==> config.mk <==
export PLATFORM = sky130hd
export DESIGN_NAME = json_syntax_validator
export DESIGN_NICKNAME = d
export VERILOG_FILES = /design/src/rtl/jsv_pkg.sv /design/src/rtl/jsv_stack.sv /design/src/rtl/jsv_parser.sv /design/src/rtl/json_syntax_validator.sv
export SDC_FILE = /design/constraint.sdc
export NUM_CORES = 1
export LEC_CHECK = 0
export ABC_CLOCK_PERIOD_IN_PS = 5280
export BUFFER_PORTS_ARGS = -buffer_cell sky130_fd_sc_hd__buf_2
export CELL_PAD_IN_SITES_DETAIL_PLACEMENT = 1
export CELL_PAD_IN_SITES_GLOBAL_PLACEMENT = 2
export CORE_MARGIN = 1.5
export CORE_UTILIZATION = 35
export DETAILED_ROUTE_END_ITERATION = 16
export GPL_TIMING_DRIVEN = 0
export PLACE_DENSITY_LB_ADDON = 0.1
export SLEW_MARGIN = 20
export SYNTH_ARGS = -nofsm -noshare
export SYNTH_HDL_FRONTEND = slang
export SYNTH_SLANG_ARGS = --single-unit
export TNS_END_PERCENT = 5
==> constraint.sdc <==
create_clock -name clk_i -period 5.28 [get_ports clk_i]
set_clock_uncertainty 0.1 [all_clocks]
set_input_delay 0.264 -clock clk_i [delete_from_list [all_inputs] [get_ports clk_i]]
set_output_delay 0.264 -clock clk_i [all_outputs]
set_load 0.03 [all_outputs]
==> src/rtl/jsv_pkg.sv <==
// shared types and constants for the json syntax validator
// no dependencies
`timescale 1ns / 1ps
package jsv_pkg;

  localparam int unsigned DepthMax = 32;
  localparam int unsigned TextMax  = 1048576;
  localparam int unsigned PosW     = 21;
  localparam int unsigned DepthW   = 6;
  localparam int unsigned StackAw  = $clog2(DepthMax);

  typedef enum logic [4:0] {
    M_VALUE, M_ARR_FIRST, M_OBJ_FIRST, M_OBJ_KEY, M_COLON, M_AFTER_VALUE, M_AFTER_TOP,
    S_STR, S_ESC, S_HEX, S_SUR_BS, S_SUR_U, M_LIT,
    N_SIGN, N_ZERO, N_INT, N_DOT, N_FRAC, N_EXP, N_EXPS, N_EXPD
  } mode_e;

  typedef enum logic [4:0] {
    ERR_NONE      = 5'd0,
    ERR_VALUE     = 5'd1,
    ERR_LITERAL   = 5'd2,
    ERR_OBJ_DEEP  = 5'd3,
    ERR_KEY       = 5'd4,
    ERR_COLON     = 5'd5,
    ERR_OBJ_SEP   = 5'd6,
    ERR_ARR_DEEP  = 5'd7,
    ERR_ARR_SEP   = 5'd8,
    ERR_LONE_HIGH = 5'd9,
    ERR_BAD_LOW   = 5'd10,
    ERR_LONE_LOW  = 5'd11,
    ERR_ESCAPE    = 5'd12,
    ERR_CTRL      = 5'd13,
    ERR_UNTERM    = 5'd14,
    ERR_SHORT_HEX = 5'd15,
    ERR_NON_HEX   = 5'd16,
    ERR_INT       = 5'd17,
    ERR_FRAC      = 5'd18,
    ERR_EXP       = 5'd19,
    ERR_TRAILING  = 5'd20
  } err_e;

  typedef enum logic [0:0] {
    CMD_BYTE = 1'b0,
    CMD_END  = 1'b1
  } cmd_e;

  // stack push request from the parse step
  typedef struct packed {
    logic               push;
    logic [StackAw-1:0] addr;
    logic               kind;
  } stack_wr_t;

  // literal letter lookup: kind 0 true, 1 false, 2 null
  function automatic logic [7:0] lit_char(input logic [1:0] kind, input logic [2:0] idx);
    logic [7:0] ch;
    ch = 8'h00;
    case (kind)
      2'd0: case (idx)
        3'd0: ch = "t"; 3'd1: ch = "r"; 3'd2: ch = "u"; 3'd3: ch = "e";
        default: ch = 8'h00;
      endcase
      2'd1: case (idx)
        3'd0: ch = "f"; 3'd1: ch = "a"; 3'd2: ch = "l"; 3'd3: ch = "s"; 3'd4: ch = "e";
        default: ch = 8'h00;
      endcase
      2'd2: case (idx)
        3'd0: ch = "n"; 3'd1: ch = "u"; 3'd2: ch = "l"; 3'd3: ch = "l";
        default: ch = 8'h00;
      endcase
      default: ch = 8'h00;
    endcase
    return ch;
  endfunction

  function automatic logic [2:0] lit_len(input logic [1:0] kind);
    return (kind == 2'd1) ? 3'd5 : 3'd4;
  endfunction

endpackage

==> src/rtl/jsv_stack.sv <==
// container kind stack: one bit per nesting level, 0 object, 1 array
// uses jsv_pkg
`timescale 1ns / 1ps
module jsv_stack (
  input  logic                       clk_i,
  input  jsv_pkg::stack_wr_t         wr_i,
  input  logic [jsv_pkg::DepthW-1:0] depth_i,
  output logic                       top_kind_o
);
  import jsv_pkg::*;

  logic [DepthMax-1:0] kind_q;
  logic [StackAw-1:0]  top_addr;

  always_ff @(posedge clk_i) begin
    if (wr_i.push) begin
      kind_q[wr_i.addr] <= wr_i.kind;
    end
  end

  assign top_addr = StackAw'(depth_i - DepthW'(1));
  // depth 0 reads as object, matching the top-level separator rules
  assign top_kind_o = (depth_i == '0) ? 1'b0 : kind_q[top_addr];

endmodule

==> src/rtl/jsv_parser.sv <==
// per-byte grammar step: state registers and next-state logic
// uses jsv_pkg and jsv_stack
`timescale 1ns / 1ps
module jsv_parser (
  input  logic                     clk_i,
  input  logic                     rst_ni,
  input  logic                     step_i,
  input  logic                     cmd_i,
  input  logic [7:0]               byte_i,
  output logic                     ok_o,
  output logic [4:0]               err_code_o,
  output logic [jsv_pkg::PosW-1:0] err_off_o
);
  import jsv_pkg::*;

  mode_e             mode_q, mode_d;
  logic [DepthW-1:0] depth_q, depth_d;
  logic [15:0]       hex_q, hex_d;
  logic [2:0]        hcnt_q, hcnt_d;
  logic              hi_q, hi_d;
  logic [4:0]        lit_q, lit_d;
  logic [PosW-1:0]   pos_q, pos_d;
  logic [PosW-1:0]   tok_q, tok_d;
  logic [4:0]        ecode_q, ecode_d;
  logic [PosW-1:0]   eoff_q, eoff_d;
  logic              key_q, key_d;
  logic              hbad_q, hbad_d;
  stack_wr_t         swr;
  logic              top_kind;

  jsv_stack u_stack (
    .clk_i      (clk_i),
    .wr_i       (swr),
    .depth_i    (depth_q),
    .top_kind_o (top_kind)
  );

  logic [7:0]      c;
  logic [PosW-1:0] pos1;
  logic            ws, dig, hexv, c_end;
  logic [3:0]      hval;
  logic [15:0]     hnew;
  logic [1:0]      lkind;
  logic [2:0]      lidx;
  mode_e           done_mode;
  logic            err;
  logic [4:0]      ec;
  logic [PosW-1:0] eo;
  logic            vs_go;
  logic            num_term;

  assign c    = byte_i;
  assign pos1 = (pos_q < PosW'(TextMax)) ? pos_q + PosW'(1) : PosW'(TextMax);
  assign ws   = (c == 8'h20) || (c == 8'h09) || (c == 8'h0A) || (c == 8'h0D);
  assign dig  = (c >= "0") && (c <= "9");
  assign lkind = lit_q[4:3];
  assign lidx  = lit_q[2:0];

  always_comb begin
    hexv = 1'b1;
    hval = 4'd0;
    if (dig) hval = 4'(c - "0");
    else if (c >= "a" && c <= "f") hval = 4'(c - "a" + 8'd10);
    else if (c >= "A" && c <= "F") hval = 4'(c - "A" + 8'd10);
    else hexv = 1'b0;
  end
  assign hnew = hexv ? {hex_q[11:0], hval} : hex_q;

  // value completion moves to after-top or after-value by depth
  function automatic mode_e vdone(input logic [DepthW-1:0] d);
    return (d == '0) ? M_AFTER_TOP : M_AFTER_VALUE;
  endfunction

  always_comb begin
    mode_d  = mode_q;  depth_d = depth_q; hex_d = hex_q; hcnt_d = hcnt_q;
    hi_d    = hi_q;    lit_d   = lit_q;   pos_d = pos_q; tok_d  = tok_q;
    ecode_d = ecode_q; eoff_d  = eoff_q;  key_d = key_q; hbad_d = hbad_q;
    swr     = '{push: 1'b0, addr: StackAw'(depth_q), kind: 1'b0};
    err = 1'b0; ec = ERR_NONE; eo = pos_q;
    vs_go = 1'b0; num_term = 1'b0; c_end = 1'b0;
    done_mode = vdone(depth_q);
    ok_o = 1'b0;

    if (cmd_i == CMD_END) begin
      // end of text, numbers close themselves here
      case (mode_q)
        M_AFTER_TOP: ;
        N_ZERO, N_INT, N_FRAC, N_EXPD:
          if (depth_q != '0) begin
            err = 1'b1; ec = top_kind ? ERR_ARR_SEP : ERR_OBJ_SEP;
          end
        M_OBJ_FIRST, M_OBJ_KEY: begin err = 1'b1; ec = ERR_KEY; end
        M_COLON:        begin err = 1'b1; ec = ERR_COLON; end
        M_AFTER_VALUE:  begin err = 1'b1; ec = top_kind ? ERR_ARR_SEP : ERR_OBJ_SEP; end
        S_STR, S_ESC:   begin err = 1'b1; ec = ERR_UNTERM; end
        S_HEX:          begin err = 1'b1; ec = ERR_SHORT_HEX; eo = tok_q; end
        S_SUR_BS, S_SUR_U: begin err = 1'b1; ec = ERR_LONE_HIGH; eo = tok_q; end
        M_LIT:          begin err = 1'b1; ec = ERR_LITERAL; eo = tok_q; end
        N_SIGN:         begin err = 1'b1; ec = ERR_INT; end
        N_DOT:          begin err = 1'b1; ec = ERR_FRAC; end
        N_EXP, N_EXPS:  begin err = 1'b1; ec = ERR_EXP; end
        default:        begin err = 1'b1; ec = ERR_VALUE; end
      endcase
      c_end = 1'b1;
    end else begin
      pos_d = pos1;
      case (mode_q)
        M_VALUE: vs_go = 1'b1;
        M_ARR_FIRST:
          if (c == "]") begin
            depth_d = depth_q - DepthW'(1); mode_d = vdone(depth_q - DepthW'(1));
          end else vs_go = 1'b1;
        M_OBJ_FIRST, M_OBJ_KEY:
          if (ws) ;
          else if (c == "}" && mode_q == M_OBJ_FIRST) begin
            depth_d = depth_q - DepthW'(1); mode_d = vdone(depth_q - DepthW'(1));
          end else if (c == "\"") begin key_d = 1'b1; mode_d = S_STR; end
          else begin err = 1'b1; ec = ERR_KEY; end
        M_COLON:
          if (ws) ;
          else if (c == ":") mode_d = M_VALUE;
          else begin err = 1'b1; ec = ERR_COLON; end
        M_AFTER_VALUE:
          if (ws) ;
          else if (c == ",") mode_d = top_kind ? M_VALUE : M_OBJ_KEY;
          else if (c == (top_kind ? 8'h5D : 8'h7D)) begin
            depth_d = depth_q - DepthW'(1); mode_d = vdone(depth_q - DepthW'(1));
          end else begin err = 1'b1; ec = top_kind ? ERR_ARR_SEP : ERR_OBJ_SEP; end
        M_AFTER_TOP:
          if (!ws) begin err = 1'b1; ec = ERR_TRAILING; end
        S_STR:
          if (c == "\"") mode_d = key_q ? M_COLON : done_mode;
          else if (c == "\\") mode_d = S_ESC;
          else if (c < 8'h20) begin err = 1'b1; ec = ERR_CTRL; end
        S_ESC:
          if (c inside {"\"", "\\", "/", "b", "f", "n", "r", "t"}) mode_d = S_STR;
          else if (c == "u") begin
            tok_d = pos1; hex_d = '0; hcnt_d = '0; hbad_d = 1'b0; mode_d = S_HEX;
          end else begin err = 1'b1; ec = ERR_ESCAPE; eo = pos1; end
        S_HEX: begin
          hex_d  = hnew;
          hbad_d = hbad_q | ~hexv;
          hcnt_d = hcnt_q + 3'd1;
          if (hcnt_q == 3'd3) begin
            if (hbad_q || !hexv) begin err = 1'b1; ec = ERR_NON_HEX; eo = tok_q; end
            else if (hi_q) begin
              if (hnew >= 16'hDC00 && hnew <= 16'hDFFF) begin
                hi_d = 1'b0; mode_d = S_STR;
              end else begin err = 1'b1; ec = ERR_BAD_LOW; eo = pos1; end
            end else if (hnew >= 16'hD800 && hnew <= 16'hDBFF) begin
              hi_d = 1'b1; tok_d = pos1; mode_d = S_SUR_BS;
            end else if (hnew >= 16'hDC00 && hnew <= 16'hDFFF) begin
              err = 1'b1; ec = ERR_LONE_LOW; eo = pos1;
            end else mode_d = S_STR;
          end
        end
        S_SUR_BS:
          if (c == "\\") mode_d = S_SUR_U;
          else begin err = 1'b1; ec = ERR_LONE_HIGH; eo = tok_q; end
        S_SUR_U:
          if (c == "u") begin
            tok_d = pos1; hex_d = '0; hcnt_d = '0; hbad_d = 1'b0; mode_d = S_HEX;
          end else begin err = 1'b1; ec = ERR_LONE_HIGH; eo = tok_q; end
        M_LIT:
          if (lkind == 2'd3 || lidx >= lit_len(lkind) || c != lit_char(lkind, lidx)) begin
            err = 1'b1; ec = ERR_LITERAL; eo = tok_q;
          end else begin
            lit_d = {lkind, lidx + 3'd1};
            if (lidx + 3'd1 == lit_len(lkind)) mode_d = done_mode;
          end
        N_SIGN:
          if (c == "0") mode_d = N_ZERO;
          else if (dig) mode_d = N_INT;
          else begin err = 1'b1; ec = ERR_INT; end
        N_ZERO, N_INT, N_FRAC:
          if (dig && mode_q != N_ZERO) ;
          else if (c == "." && mode_q != N_FRAC) mode_d = N_DOT;
          else if (c == "e" || c == "E") mode_d = N_EXP;
          else num_term = 1'b1;
        N_DOT:
          if (dig) mode_d = N_FRAC;
          else begin err = 1'b1; ec = ERR_FRAC; end
        N_EXP:
          if (c == "+" || c == "-") mode_d = N_EXPS;
          else if (dig) mode_d = N_EXPD;
          else begin err = 1'b1; ec = ERR_EXP; end
        N_EXPS:
          if (dig) mode_d = N_EXPD;
          else begin err = 1'b1; ec = ERR_EXP; end
        N_EXPD:
          if (!dig) num_term = 1'b1;
        default: begin err = 1'b1; ec = ERR_VALUE; end
      endcase

      // a number ends: the same byte goes to after-top or after-value
      if (num_term) begin
        mode_d = done_mode;
        if (depth_q == '0) begin
          if (!ws) begin err = 1'b1; ec = ERR_TRAILING; end
        end else if (ws) ;
        else if (c == ",") mode_d = top_kind ? M_VALUE : M_OBJ_KEY;
        else if (c == (top_kind ? 8'h5D : 8'h7D)) begin
          depth_d = depth_q - DepthW'(1); mode_d = vdone(depth_q - DepthW'(1));
        end else begin err = 1'b1; ec = top_kind ? ERR_ARR_SEP : ERR_OBJ_SEP; end
      end

      if (vs_go) begin
        if (ws) ;
        else if (c == "{" || c == "[") begin
          if (depth_q >= DepthW'(DepthMax)) begin
            err = 1'b1; ec = (c == "[") ? ERR_ARR_DEEP : ERR_OBJ_DEEP;
          end else begin
            swr = '{push: 1'b1, addr: StackAw'(depth_q), kind: (c == "[")};
            depth_d = depth_q + DepthW'(1);
            mode_d = (c == "[") ? M_ARR_FIRST : M_OBJ_FIRST;
          end
        end else if (c == "\"") begin key_d = 1'b0; mode_d = S_STR; end
        else if (c == "t" || c == "f" || c == "n") begin
          lit_d = {(c == "t") ? 2'd0 : ((c == "f") ? 2'd1 : 2'd2), 3'd1};
          tok_d = pos_q; mode_d = M_LIT;
        end else if (c == "-") mode_d = N_SIGN;
        else if (c == "0") mode_d = N_ZERO;
        else if (dig) mode_d = N_INT;
        else begin err = 1'b1; ec = ERR_VALUE; end
      end
    end

    // after an error the state freezes, only the position moves
    if (ecode_q != ERR_NONE) begin
      mode_d = mode_q; depth_d = depth_q; hex_d = hex_q; hcnt_d = hcnt_q;
      hi_d = hi_q; lit_d = lit_q; tok_d = tok_q; key_d = key_q; hbad_d = hbad_q;
      swr.push = 1'b0;
    end else if (err) begin
      ecode_d = ec; eoff_d = eo;
    end

    err_code_o = ecode_d;
    err_off_o  = eoff_d;
    ok_o       = c_end && (ecode_d == ERR_NONE);

    if (c_end) begin
      mode_d = M_VALUE; depth_d = '0; hex_d = '0; hcnt_d = '0; hi_d = 1'b0;
      lit_d = '0; pos_d = '0; tok_d = '0; ecode_d = ERR_NONE; eoff_d = '0;
      key_d = 1'b0; hbad_d = 1'b0; swr.push = 1'b0;
    end
    if (!step_i) swr.push = 1'b0;
  end

  always_ff @(posedge clk_i or negedge rst_ni) begin
    if (!rst_ni) begin
      mode_q <= M_VALUE; depth_q <= '0; hex_q <= '0; hcnt_q <= '0; hi_q <= 1'b0;
      lit_q <= '0; pos_q <= '0; tok_q <= '0; ecode_q <= ERR_NONE; eoff_q <= '0;
      key_q <= 1'b0; hbad_q <= 1'b0;
    end else if (step_i) begin
      mode_q <= mode_d; depth_q <= depth_d; hex_q <= hex_d; hcnt_q <= hcnt_d;
      hi_q <= hi_d; lit_q <= lit_d; pos_q <= pos_d; tok_q <= tok_d;
      ecode_q <= ecode_d; eoff_q <= eoff_d; key_q <= key_d; hbad_q <= hbad_d;
    end
  end

endmodule

==> src/rtl/json_syntax_validator.sv <==
// top level of the streaming json syntax validator
// uses jsv_pkg and jsv_parser
`timescale 1ns / 1ps
// channel | valid           | stall          | payload
// in      | in_valid_i      | in_stall_o     | cmd_i, text_byte_i
// out     | out_valid_o     | out_stall_i    | done_res_o, accepted_o, error_code_o,
//         |                 |                | error_offset_o
// the grammar step is combinational in the cycle the byte is taken, and its result lands in
// the output register on the edge that takes the byte
// reset clears parse state, the error record and the output valid
// a stalled output holds its result; input stalls only while that result is unread
module json_syntax_validator (
  input  logic                     clk_i,
  input  logic                     rst_ni,
  input  logic                     in_valid_i,
  output logic                     in_stall_o,
  input  logic                     cmd_i,
  input  logic [7:0]               text_byte_i,
  output logic                     out_valid_o,
  input  logic                     out_stall_i,
  output logic                     done_res_o,
  output logic                     accepted_o,
  output logic [4:0]               error_code_o,
  output logic [jsv_pkg::PosW-1:0] error_offset_o
);
  import jsv_pkg::*;

  logic            step;
  logic            ok;
  logic [4:0]      ecode;
  logic [PosW-1:0] eoff;
  logic            out_valid_q;
  logic            done_q, acc_q;
  logic [4:0]      code_q;
  logic [PosW-1:0] off_q;

  // input is taken whenever the output register is free or being drained
  assign in_stall_o = out_valid_q && out_stall_i;
  assign step       = in_valid_i && !in_stall_o;

  jsv_parser u_parser (
    .clk_i      (clk_i),
    .rst_ni     (rst_ni),
    .step_i     (step),
    .cmd_i      (cmd_i),
    .byte_i     (text_byte_i),
    .ok_o       (ok),
    .err_code_o (ecode),
    .err_off_o  (eoff)
  );

  // result register
  always_ff @(posedge clk_i or negedge rst_ni) begin
    if (!rst_ni) begin
      out_valid_q <= 1'b0;
    end else if (!in_stall_o) begin
      out_valid_q <= step;
    end
  end

  always_ff @(posedge clk_i) begin
    if (step) begin
      done_q <= (cmd_i == CMD_END);
      acc_q  <= ok;
      code_q <= ecode;
      off_q  <= eoff;
    end
  end

  assign out_valid_o    = out_valid_q;
  assign done_res_o     = done_q;
  assign accepted_o     = acc_q;
  assign error_code_o   = code_q;
  assign error_offset_o = off_q;

endmodule

==> run summary <==
Yosys cell types -> 91
Root Driver -> clkbuf_16
Critical register-to-register path endpoint -> error_offset_o[6]
Final Hold Fails -> 0
H-tree levels -> 4
Std-Cell Rows -> 68
Nets@finish -> 1631
Initial Util -> 0.358
Post-Syn Instances -> 1534
Reg2Reg Depth -> 12
Die W -> 192 um
EDFF count, synth -> 60
Max incr delay on CP -> 0.87 ns
Die area -> 0.0368 mm^2
Post-Syn Area -> 0.0125 mm^2
TNS Setup -> 0 ns
Critical-path cell list -> inv_1 -> ha_1 -> nor2_1 -> nor3_1 -> or4_1 -> a22o_1 -> or4_1 -> nor2_1 -> nor2_1 -> a211oi_1 -> o21ai_0 -> o21ai_1
Initial drt markers -> 1045
Hpwl dp -> 41.6 mm
Slew at the pin with the worst max-slew slack -> 1.10 ns
Fill count -> 4235
Mean Syn Cell Area -> 8.13 um^2
Synthesis-to-layout area growth -> 12.0%
RSZ-0062 raised after global routing -> no
Slew Limit Fails -> 0
Critical path class -> reg2reg
Top-area cell type share of the netlist area -> 0.215
Mean number of vias per cell -> 6.37
CP top delay family -> simple AND/OR/NAND/NOR gates
Layout cells sized above 1 -> 0.0849
Hold Path Class -> in2reg
R2R Setup Slk -> 0.13 ns
Router iterations before antenna repair -> 5
Register area share after synthesis -> 0.359
Relative slew slack -> 0.263
Worst EP arrival -> 5.37 ns
Startpoint Class -> register
CTS tree -> yes
Final min period -> 5.15 ns
Min-Delay Endpoint -> u_parser.hex_q[1]
Number of antenna violations at the first check in global routing -> 0
I/O Buffers -> 41
Worst Setup Slack, final -> 0.127 ns
CP Capture Type -> register
Setup slack at placement -> -0.688 ns
DRC Markers -> 0
Final ANT Viol Nets -> 0
Vias in the first global route -> 13294
Global route overflow -> 0
Status -> completed
Clock sinks -> 167
Critical path buffers and inverters -> 1
Post-synth ARST share -> 0.641
Num CTS Buffers -> 17
Setup-failing EPs final -> 0
Final period utilization -> 0.976
Slowest cell on the critical path -> a211oi_1
Global-route wire length before repair -> 85.9 mm
Fin Hold WS -> 0.150 ns
Most frequent cell after synthesis -> nand2_1
Synth top cells by count -> nand2_1 (184), nor2_1 (179), o21ai_0 (148), dfrtp_1 (107), clkbuf_1 (99)
WL/cell -> 27.6 um
Post-Route WL -> 57.0 mm
GR Util All Layers -> 0.315
Worst vdd ir -> 258 uV
Syn Nets -> 1565
Worst-path fanout max -> 9
Die Span Y -> 192 um
Hold_sp -> text_byte_i[1]
Max clock buf depth -> 2
WHS Path Cells -> 3
Worst Path Required -> 5.49 ns
Fmax achieved -> 194 MHz
Top FF cell, synth -> dfrtp_1
Pwr Density -> 382 mW/mm^2
Yosys Warn Count -> 0
Top cell type by total area after synthesis -> dfrtp_1
GPL Wtd Cong -> 0.965
I/O pin total -> 43
P_leak -> 5.14 nW
Worst skew pair latency -> 0.47 ns
Detailed-route via count -> 13173
Synth area leaders -> dfrtp_1 (21%), edfxtp_1 (14%), o21ai_0 (5.9%), nand2_1 (5.5%), nor2_1 (5.4%)
Largest net degree at the start of global routing -> 63
Core area -> 0.0348 mm^2
Total power -> 5.34 mW
Clock-pin slew on the worst setup and hold paths -> 0.08 ns
Synth Register Bits -> 167
Critical path's most frequent cell -> nor2_1
Reg-to-reg critical path startpoint -> u_parser.lit_q[0]
Maxcap violations -> 0
## stage by stage
stage | std cells | util | cell area, um^2
3_3_place_gp | 2030 | 0.381 | 13200
3_5_place_dp | 2033 | 0.382 | 13300
5_1_grt | 2068 | 0.402 | 14000
6_report | 2069 | 0.402 | 14000
2_1_floorplan | 1534 | - | 12500
4_1_cts | 2068 | 0.401 | 14000
## logic make-up (layout without fill, tap and decap cells)
logic type / count (synthesis) / in the layout / share of synthesized area
fa+ha+maj: 18 / 18 / 0.0181
xor+xnor: 29 / 29 / 0.0204
simple gates: 609 / 609 / 0.235
buf+inv: 152 / 231 / 0.0473
mux: 41 / 41 / 0.0418
flops: 167 / 167 / 0.359
other cells: 0 / 1 / 0
compound gates: 518 / 518 / 0.279
## how the worst max path moves through the flow
stage                         from            endpoint  slack [ns]  cells past startpoint
2_1_floorplan  u_parser.depth_q[0]  error_offset_o[16]        1.03                     16
3_3_place_gp   u_parser.depth_q[0]   error_offset_o[7]       -0.67                     16
3_5_place_dp   u_parser.depth_q[0]   error_offset_o[7]       -0.69                     16
4_1_cts        u_parser.depth_q[0]   error_offset_o[7]        0.04                     15
5_1_grt        u_parser.depth_q[0]   error_offset_o[7]        0.04                     16
6_report         u_parser.lit_q[0]   error_offset_o[6]        0.13                     12
## state kept, by name, summed over array words and instances (netlist names), 5 cells and up
signal	flops
u_parser.u_stack.kind_q	32
u_parser.eoff_q	21
u_parser.tok_q	21
error_code_o	5
error_offset_o	21
u_parser.ecode_q	5
u_parser.mode_q	5
u_parser.depth_q	6
u_parser.hex_q	16
u_parser.pos_q	21
u_parser.lit_q	5
## where the power goes
part / switching [mW] / total [mW] / internal (mW)
logic: 1.69 / 2.38 / 0.687
registers: 0.0714 / 1.58 / 1.50
clock network: 0.646 / 1.39 / 0.741
total: 2.41 / 5.34 / 2.93
## worst min-delay path, delay by kind of cell
| family | cells | cell delay, ns |
|---|---|---|
| AO/OA/AOI/OAI | 1 | 0.15 |
| AND/OR/NAND/NOR | 1 | 0.07 |
| buffers and inverters | 1 | 0.19 |
## cell type report
class                   instances  area [um^2]  share of cell area
clock inverters                13          155              0.0111
flip-flops and latches        167         4480               0.321
multi-input cells            1215         7430               0.532
plain buffers                 120          473              0.0338
well taps                     455          569              0.0407
clock buffers                  19          454              0.0325
repair buffers                 48          298              0.0213
diodes                          1         2.50            0.000179
inverters                      31          116             0.00833
## repair_timing
action / in CTS / in global routing
hold endpoints to repair: 47 / 0
hold buffers: 4 / 0
gates resized for setup: 3 / 2
setup endpoints to repair: 27 / 12
setup buffers: 0 / 0
## routing by layer
metal  global-route usage  routed length [um]  vias up
li1                     -                   -     5878
met1                0.405               24500     6719
met2                0.519               27100      452
met5                    0                   0        -
met3               0.0404                2900      124
met4                0.160                2520        0
## cells in the final DEF, fill, tap and decap left out, types with 15 or more instances in the layout
master and n:
a211oi_1 27, a21o_1 15, a21oi_1 86, a221oi_1 16
a22o_1 44, a31oi_1 16, buf_2 50, clkbuf_1 97
clkbuf_16 18, dfrtp_1 107, edfxtp_1 60, ha_1 17
inv_1 29, mux2i_1 24, nand2_1 184, nand2b_1 17
nand3_1 38, nand4_1 17, nor2_1 178, nor2b_1 15
nor3_1 46, nor4_1 16, o211ai_1 17, o21ai_0 148
o22ai_1 17, xor2_1 15
Note: power is estimated with default switching activity, not from simulation.
